--- src/rtl/core/assert_macros.svh ---
// Assertion macros used by the nearest-node and steer unit.
// Depends on nothing; included by files that carry assertions.
`ifndef ASSERT_MACROS_SVH
`define ASSERT_MACROS_SVH
// Implication checked on every rising clock edge outside reset.
`define ASSERT_IMPLY(label, clk, rst, pre, post) \
  label: assert property (@(posedge clk) disable iff (rst) (pre) |-> (post)) \
    else $error("assertion failed");
// Next-cycle implication checked outside reset.
`define ASSERT_NEXT(label, clk, rst, pre, post) \
  label: assert property (@(posedge clk) disable iff (rst) (pre) |=> (post)) \
    else $error("assertion failed");
`endif

--- src/rtl/core/rrtns_pkg.sv ---
// Shared types and constants for the nearest-node and steer unit.
// Depends on nothing.
package rrtns_pkg;
  localparam int MAX_NODES = 1024;
  localparam int NODE_AW = 10;
  localparam logic [1:0] CMD_ROOT = 2'd0;
  localparam logic [1:0] CMD_ADD = 2'd1;
  localparam logic [1:0] CMD_EXTEND = 2'd2;
  localparam logic [1:0] CMD_IGNORED = 2'd3;
  localparam logic [1:0] ST_OK = 2'd0;
  localparam logic [1:0] ST_EMPTY = 2'd1;
  localparam logic [1:0] ST_FULL = 2'd2;
  localparam logic [1:0] ST_BADPARENT = 2'd3;
  localparam logic [15:0] INV_GAIN_Q16 = 16'd39797;
  localparam logic [14:0] STEP_RESET = 15'd26;
  localparam int REG_STEP = 0;

  typedef struct packed {
    logic [1:0] command;
    logic signed [15:0] pos_x;
    logic signed [15:0] pos_y;
    logic [9:0] parent_index;
  } in_item_t;

  typedef struct packed {
    logic [1:0] status;
    logic [9:0] nearest_index;
    logic signed [15:0] new_x;
    logic signed [15:0] new_y;
    logic [10:0] node_count;
  } out_item_t;
endpackage

--- src/rtl/core/rrtns_cordic.sv ---
// Iterative CORDIC steer: vectoring pass then rotation pass, one step a cycle.
// Depends on rrtns_pkg.
module rrtns_cordic (
  input  logic        clk,
  input  logic        rst,
  input  logic        start,
  input  logic signed [16:0] dx,
  input  logic signed [16:0] dy,
  input  logic [14:0] step_length,
  output logic        done,
  output logic signed [16:0] off_x,
  output logic signed [16:0] off_y
);
  import rrtns_pkg::*;
  localparam int STEPS = 16;
  localparam logic [1:0] S_IDLE = 2'd0;
  localparam logic [1:0] S_VEC = 2'd1;
  localparam logic [1:0] S_ROT = 2'd2;
  localparam logic [1:0] S_DONE = 2'd3;

  logic [1:0] state;
  logic [3:0] iter;
  logic [STEPS-1:0] cw;
  logic flip;
  logic zero_vec;
  logic signed [34:0] x, y;
  logic signed [34:0] rx, ry, rnx, rny;

  assign zero_vec = (dx == 17'sd0) && (dy == 17'sd0);
  assign rx = x + 35'sd32768;
  assign ry = y + 35'sd32768;
  assign rnx = flip ? -(rx >>> 16) : (rx >>> 16);
  assign rny = flip ? -(ry >>> 16) : (ry >>> 16);

  always_ff @(posedge clk) begin
    if (rst) begin
      state <= S_IDLE;
      done <= 1'b0;
    end else begin
      done <= (state == S_DONE) || (state == S_IDLE && start && zero_vec);
      case (state)
        S_IDLE: begin
          if (start) begin
            iter <= '0;
            if (zero_vec) begin
              off_x <= {2'b00, step_length};
              off_y <= '0;
            end else begin
              flip <= dx[16];
              x <= dx[16] ? -35'(dx) : 35'(dx);
              y <= dx[16] ? -35'(dy) : 35'(dy);
              state <= S_VEC;
            end
          end
        end
        S_VEC: begin
          cw[iter] <= ~y[34];
          iter <= iter + 4'd1;
          if (iter == 4'(STEPS - 1)) begin
            // seed the rotation with step_length / K
            x <= 35'($unsigned(step_length) * $unsigned(INV_GAIN_Q16));
            y <= '0;
            state <= S_ROT;
          end else if (!y[34]) begin
            x <= x + (y >>> iter);
            y <= y - (x >>> iter);
          end else begin
            x <= x - (y >>> iter);
            y <= y + (x >>> iter);
          end
        end
        S_ROT: begin
          if (cw[iter]) begin
            x <= x - (y >>> iter);
            y <= y + (x >>> iter);
          end else begin
            x <= x + (y >>> iter);
            y <= y - (x >>> iter);
          end
          iter <= iter + 4'd1;
          if (iter == 4'(STEPS - 1)) begin
            state <= S_DONE;
          end
        end
        S_DONE: begin
          off_x <= rnx[16:0];
          off_y <= rny[16:0];
          state <= S_IDLE;
        end
        default: begin
          state <= S_IDLE;
        end
      endcase
    end
  end
endmodule

--- config.mk ---
export PLATFORM = sky130hd
export DESIGN_NAME = rrtns_cordic
export DESIGN_NICKNAME = d
export VERILOG_FILES = /design/src/rtl/core/assert_macros.svh /design/src/rtl/core/rrtns_pkg.sv /design/src/rtl/core/rrtns_cordic.sv
export SDC_FILE = /design/constraint.sdc
export NUM_CORES = 1
export LEC_CHECK = 0
export BUFFER_PORTS_ARGS = -buffer_cell sky130_fd_sc_hd__buf_2
export CORE_ASPECT_RATIO = 1.25
export CORE_UTILIZATION = 50
export DETAILED_ROUTE_END_ITERATION = 6
export PLACE_DENSITY = 0.78
export SYNTH_ARGS = -nofsm -noshare
export SYNTH_HDL_FRONTEND = slang
export SYNTH_SLANG_ARGS = --single-unit
--- constraint.sdc ---
create_clock -name clk -period 27.2 [get_ports clk]
set_input_delay 5.44 -clock clk [delete_from_list [all_inputs] [get_ports clk]]
set_output_delay 5.44 -clock clk [all_outputs]
set_load 0.005 [all_outputs]
==> impl_metrics.env, run 1 <==
export IMPL_cts_hold_buf=0
export IMPL_cp_end_kind="flip-flop"
export IMPL_synth_ff_type="edfxtp_1"
export IMPL_cp_startpoint="step_length[4]"
export IMPL_globalRouteOverflowTotal=0
export IMPL_cts_clk_slew_worst_paths_ns=0.06
export IMPL_maxSlewViolCount=0
export IMPL_crit_slowest_cell="a2111oi_0"
export IMPL_slew_headroom_pct=22.0
export IMPL_cts_tree="done"
export IMPL_setup_viol=0
export IMPL_worst_path_dominant_cell_family="adder cells"
export IMPL_crit_cells=25
export IMPL_path_class="in2reg"
export IMPL_r2r_setup_slack_ns=20.84
export IMPL_dieWidth_um=195
export IMPL_fillers=4244
export IMPL_layout_common_cells="309 x nand2_1, 303 x inv_1, 262 x ha_1, 239 x nor2_1, 218 x a21oi_1"
export IMPL_grt_usage_pct=32.4
export IMPL_async_reset_ff_share_pct=0
export IMPL_rr_startpoint="iter[2]"
export IMPL_viasPerCell=6.38
export IMPL_worst_path_buf_inv=7
export IMPL_fin_crit_ns=11.94
export IMPL_crit_path_end="x[29]"
export IMPL_syn_num_nets=3353
export IMPL_critPathLaunchType="input port"
export IMPL_critPathMaxFanout=6
export IMPL_die_h_um=244
export IMPL_arrival_ns=12.25
export IMPL_wl_met2_mm=38.5
export IMPL_antenna_found_initial=0
export IMPL_syn_inst=2941
export IMPL_dp_hpwl_mm=60.4
export IMPL_synth_seq_cells=128
export IMPL_cp_required_ns=27.52
export IMPL_nets=3324
export IMPL_wl_met1_mm=28.8
export IMPL_start_util_pct=50.7
export IMPL_ff_latch_area_sq_mm=0.00381
export IMPL_wl_met3_mm=5.27
export IMPL_post_cts_buffers=0
export IMPL_rr_worst_depth=18
export IMPL_synth_edf_count=125
export IMPL_grt_max_degree=79
export IMPL_ys_seq_area_share_pct=16.3
export IMPL_routabilityCongestion=0.998
export IMPL_cts_root_buffer="clkbuf_16"
export IMPL_wl_mm=77.7
export IMPL_period_share_pct=43.9
export IMPL_cts_resized=0
export IMPL_ctsHtreeMaxLevel=4
export IMPL_outcome="complete, no violations"
export IMPL_reg2reg_to="y[30]"
export IMPL_post_synth_cell_area_avg_sq_um=7.95
export IMPL_drv_cap=0
export IMPL_rsz0062_at_grt="false"
export IMPL_clock_sinks=128
export IMPL_drt_iter0_markers=1928
export IMPL_cts_made_buffers=17
export IMPL_timing_hold_violations_final=0
export IMPL_hold_class="reg2reg"
export IMPL_drcViolationCount=0
export IMPL_syn2layout_area_growth_pct=5.68
export IMPL_ant_nets=0
export IMPL_yosysUniqueCellTypes=92
export IMPL_cpMostUsedCell="inv_1"
export IMPL_insertion_delay_ns=0.48
export IMPL_fin_worst_skew_ns=0.0166
export IMPL_grt_pass1_wl_mm=121
export IMPL_multi_input_area_sq_mm=0.0178
export IMPL_wl_per_cell_um=22.1
export IMPL_final_layout_size_suffix_gt1_share_pct=8.51
export IMPL_top_layer="met4"
export IMPL_netlist_area_sq_mm=0.0234
export IMPL_num_io_pins=87
export IMPL_grt_pass1_vias=22300
export IMPL_antenna_cells=0
export IMPL_io_buffers=86
export IMPL_worst_pin_slew_ns=1.14
export IMPL_vias=22400
export IMPL_dieArea_sq_mm=0.0476
export IMPL_coreArea_sq_mm=0.0461
export IMPL_fmax_ghz=0.0838
export IMPL_clk_path_buf_depth=2
export IMPL_firstDrtPassIters=6
export IMPL_totalNegativeSetupSlack_ns=0
export IMPL_cpPeakStageDelay_ns=0.99
export IMPL_rows=88
export IMPL_layout_commonest_cell="nand2_1"
export IMPL_yosysWarnings=0
metrics by stage:
stage / worst slack, ns / hold WS, ns / std cells / area (sq um) / util, %
2_1_floorplan: 14.73 / 0.525 / 2941 / 23400 / -
4_1_cts: 15.55 / 0.572 / 3510 / 24700 / 53.6
5_1_grt: 14.93 / 0.611 / 3510 / 24700 / 53.6
6_report: 15.26 / 0.570 / 3510 / 24700 / 53.6
3_3_place_gp: 15.18 / 0.537 / 3478 / 24100 / 52.3
3_5_place_dp: 15.07 / 0.562 / 3478 / 24100 / 52.3
routing by layer:
layer	vias to the layer above	track usage (%)
li1	10300	-
met1	10700	36.2
met2	1044	57.8
met3	287	4.47
met4	0	20.5
met5	-	0
worst min-delay path, stage by stage, from the launching register on:
cell      delay [ns]
dfxtp_1         0.35
nor2_1          0.12
a211oi_1        0.05
synth_stat cells, drive strengths merged, types with 8 or more instances:
| master | instances | share of area (%) |
|---|---|---|
| buf | 49 | 0.89 |
| mux2i | 79 | 3.4 |
| ha | 263 | 14 |
| o21a | 23 | 0.74 |
| nand4 | 18 | 0.48 |
| and3 | 23 | 0.62 |
| nand2 | 309 | 5.0 |
| mux4 | 31 | 3.0 |
| o221ai | 20 | 0.75 |
| a21o | 45 | 1.4 |
| a221oi | 14 | 0.55 |
| mux2 | 25 | 1.2 |
| a211oi | 24 | 0.77 |
| o21bai | 35 | 1.1 |
| inv | 306 | 4.9 |
| clkbuf | 110 | 1.8 |
| a21oi | 221 | 4.8 |
| a31o | 13 | 0.49 |
| a31oi | 31 | 0.86 |
| edfxtp | 125 | 16 |
| xnor2 | 130 | 4.9 |
| nor4 | 11 | 0.29 |
| a221o | 19 | 0.81 |
| a2111oi | 8 | 0.36 |
| fa | 97 | 8.3 |
| or3 | 11 | 0.29 |
| nor2 | 240 | 3.9 |
| or2 | 9 | 0.24 |
| o31ai | 23 | 0.74 |
| o211ai | 30 | 0.96 |
| nor3 | 48 | 1.0 |
| o31a | 12 | 0.49 |
| nand3 | 66 | 1.4 |
| o22ai | 21 | 0.62 |
| and2 | 32 | 0.86 |
| o21ai | 200 | 4.3 |
| nor2b | 25 | 0.67 |
| a22oi | 18 | 0.60 |
| nand2b | 34 | 0.91 |
| xor2 | 56 | 2.1 |
logic make-up (layout without fill, tap and decap cells):
logic type | after synthesis | in the layout | share of synthesized area (%)
simple gates | 848 | 848 | 16.4
compound gates | 814 | 814 | 22.7
buf+inv | 470 | 454 | 7.65
fa+ha+maj | 360 | 360 | 22.4
xor+xnor | 186 | 186 | 6.97
mux | 135 | 135 | 7.57
flops | 128 | 128 | 16.3
sequential cells by signal, summed over array words and instances, names as in the netlist:
| register | count |
|---|---|
| done | 1 |
| iter | 4 |
| off_y | 17 |
| flip | 1 |
| x | 35 |
| cw | 16 |
| off_x | 17 |
| y | 35 |
| state | 2 |
final cells by class:
class	instances	area share [%]
clock inverters	15	0.562
repair buffers	111	2.50
inverters	311	4.73
clock buffers	17	1.72
flip-flops and latches	128	15.4
well taps	585	2.96
multi-input cells	2343	72.1
worst min-delay path by stage:
stage	cells past startpoint	slack, ns	to	startpoint
after CTS	2	0.57	state[0]	state[0]
after global placement	2	0.54	state[0]	state[0]
after detailed placement	2	0.56	state[0]	state[0]
after global routing	2	0.61	state[0]	state[0]
after floorplan	2	0.53	state[0]	state[0]
final	2	0.57	state[0]	state[0]
Power of run 1 is not shown: default switching activity piles up to over one toggle a cycle in this logic, so the estimate is an artifact.
==> inputs of run 2 (changes only) <==
--- a/config.mk
+++ b/config.mk
@@ -9,7 +9,7 @@
 export CORE_ASPECT_RATIO = 1.25
 export CORE_UTILIZATION = 50
 export DETAILED_ROUTE_END_ITERATION = 6
-export PLACE_DENSITY = 0.78
+export PLACE_DENSITY = 0.8
 export SYNTH_ARGS = -nofsm -noshare
 export SYNTH_HDL_FRONTEND = slang
 export SYNTH_SLANG_ARGS = --single-unit
==> constraint.sdc (replaced) <==
create_clock -name clk -period 10.7 [get_ports clk]
set_input_delay 2.14 -clock clk [delete_from_list [all_inputs] [get_ports clk]]
set_output_delay 2.14 -clock clk [all_outputs]
set_load 0.005 [all_outputs]
==> run 2 against run 1 <==
Routed wire length decreased by 5.0%. Via count is 0.92% lower. Flip-flop and latch count unchanged. Global-route usage down 1.7 points. Hold slack improved by 0.0043 ns. First-iteration DRC count grew 16%. Non-clock buffer count unchanged. Sequential share of layout area shrank 0.063 points. Die area unchanged.
==> impl_metrics.env, run 2 (synthesis gave the netlist of run 1 again) <==
export IMPL_cts_clk_slew_worst_paths_ns=0.06
export IMPL_fmax_ghz=0.118
export IMPL_cts_root_buffer="clkbuf_16"
export IMPL_cts_hold_buf=0
export IMPL_ff_latch_area_sq_mm=0.00381
export IMPL_cp_end_kind="flip-flop"
export IMPL_dp_hpwl_mm=56.2
export IMPL_dpl_cell_area_sq_mm=0.0241
export IMPL_viasPerCell=6.32
export IMPL_clk_path_buf_depth=2
export IMPL_cts_tree="done"
export IMPL_fin_worst_skew_ns=0.0117
export IMPL_cp_startpoint="step_length[4]"
export IMPL_drcViolationCount=0
export IMPL_critPathLaunchType="input port"
export IMPL_worst_path_dominant_cell_family="adder cells"
export IMPL_insertion_delay_ns=0.46
export IMPL_die_h_um=244
export IMPL_rr_worst_depth=21
export IMPL_cpPeakStageDelay_ns=0.84
export IMPL_globalRouteOverflowTotal=0
export IMPL_grt_usage_pct=30.7
export IMPL_grt_pass1_wl_mm=114
export IMPL_dieWidth_um=195
export IMPL_post_cts_buffers=0
export IMPL_cp_required_ns=11.00
export IMPL_wl_per_cell_um=21.0
export IMPL_critPathMaxFanout=6
export IMPL_coreArea_sq_mm=0.0461
export IMPL_antenna_cells=0
export IMPL_path_class="in2reg"
export IMPL_totalNegativeSetupSlack_ns=0
export IMPL_drt_iter0_markers=2246
export IMPL_slew_headroom_pct=24.2
export IMPL_grt_pass1_vias=21400
export IMPL_antenna_found_initial=0
export IMPL_cts_resized=0
export IMPL_timing_hold_violations_final=0
export IMPL_rsz0062_at_grt="false"
export IMPL_cpMostUsedCell="inv_1"
export IMPL_worst_path_buf_inv=7
export IMPL_ctsHtreeMaxLevel=4
export IMPL_arrival_ns=8.74
export IMPL_hold_path_end="state[0]"
export IMPL_maxSlewViolCount=0
export IMPL_dieArea_sq_mm=0.0476
export IMPL_routabilityCongestion=0.960
export IMPL_outcome="complete, no violations"
export IMPL_syn2layout_area_growth_pct=6.11
export IMPL_layout_commonest_cell="nand2_1"
export IMPL_fin_crit_ns=8.44
export IMPL_rr_startpoint="iter[1]"
export IMPL_crit_slowest_cell="a2111oi_0"
export IMPL_min_from="state[0]"
export IMPL_firstDrtPassIters=6
export IMPL_io_buffers=86
export IMPL_start_util_pct=50.7
export IMPL_hold_depth=2
export IMPL_layout_common_cells="309 x nand2_1, 303 x inv_1, 262 x ha_1, 239 x nor2_1, 218 x a21oi_1"
export IMPL_setup_viol=0
export IMPL_num_io_pins=87
export IMPL_grt_max_degree=78
export IMPL_final_area_sq_mm=0.0248
export IMPL_top_regs="x x35, y x35"
export IMPL_ant_nets=0
export IMPL_r2r_setup_slack_ns=4.06
export IMPL_final_layout_size_suffix_gt1_share_pct=8.51
export IMPL_wl_mm=73.8
export IMPL_vias=22200
export IMPL_period_share_pct=78.9
export IMPL_cts_made_buffers=17
export IMPL_rows=88
export IMPL_multi_input_area_sq_mm=0.0178
export IMPL_nets=3324
export IMPL_worst_pin_slew_ns=1.13
export IMPL_drv_cap=0
export IMPL_fillers=4265
export IMPL_hold_class="reg2reg"
export IMPL_clock_sinks=128
export IMPL_reg2reg_to="x[34]"
==> run 2: cell count changes in the layout (fill, tap and decap cells not counted) <==
cell        delta
inv_8          -5
clkinv_2       +1
clkbuf_1       +1
clkinv_4       +1
inv_6          -6
a22oi_1        -1
o22ai_2        +1
a22oi_2        +1
bufinv_16      +6
clkinvlp_4     +2
o22ai_4        -1
==> run 2: worst max path at each step <==
stage               endpoint  cells after the start
floorplan               x[0]                     11
global placement       x[29]                     25
detailed placement     x[29]                     25
CTS                    x[29]                     25
global route           x[29]                     25
finish                 x[29]                     25
==> run 2: cell type report <==
type                       instances  share of cell area (%)
multi-input combinational       2343                    71.8
sequential                       128                    15.4
inverter                         311                    4.71
tap                              585                    2.95
timing repair buffer             111                    2.49
clock buffer                      18                    1.73
clock inverter                    14                   0.963
==> run 2: per-layer routing <==
layer | global-route usage (%) | vias to the layer above | wire length, um
met4 | 19.9 | 0 | 4860
met3 | 4.35 | 289 | 5520
met5 | 0 | - | 0
met1 | 35.0 | 10500 | 27500
li1 | - | 10400 | -
met2 | 53.7 | 1073 | 35900
==> run 2: tightest hold or removal path: stages (launching register included) <==
cell and delay [ns]:
dfxtp_1 0.36, nor2_1 0.12, a211oi_1 0.05
==> run 2: per-stage QoR <==
step	util, %	cells	setup WS, ns	hold slack, ns
after floorplan	-	2941	1.53	0.525
after global placement	52.3	3478	2.03	0.552
after detailed placement	52.3	3478	1.95	0.564
after CTS	53.8	3510	2.43	0.573
after global routing	53.8	3510	1.88	0.601
final	53.8	3510	2.26	0.574
Power of run 2 is left out for the same reason.
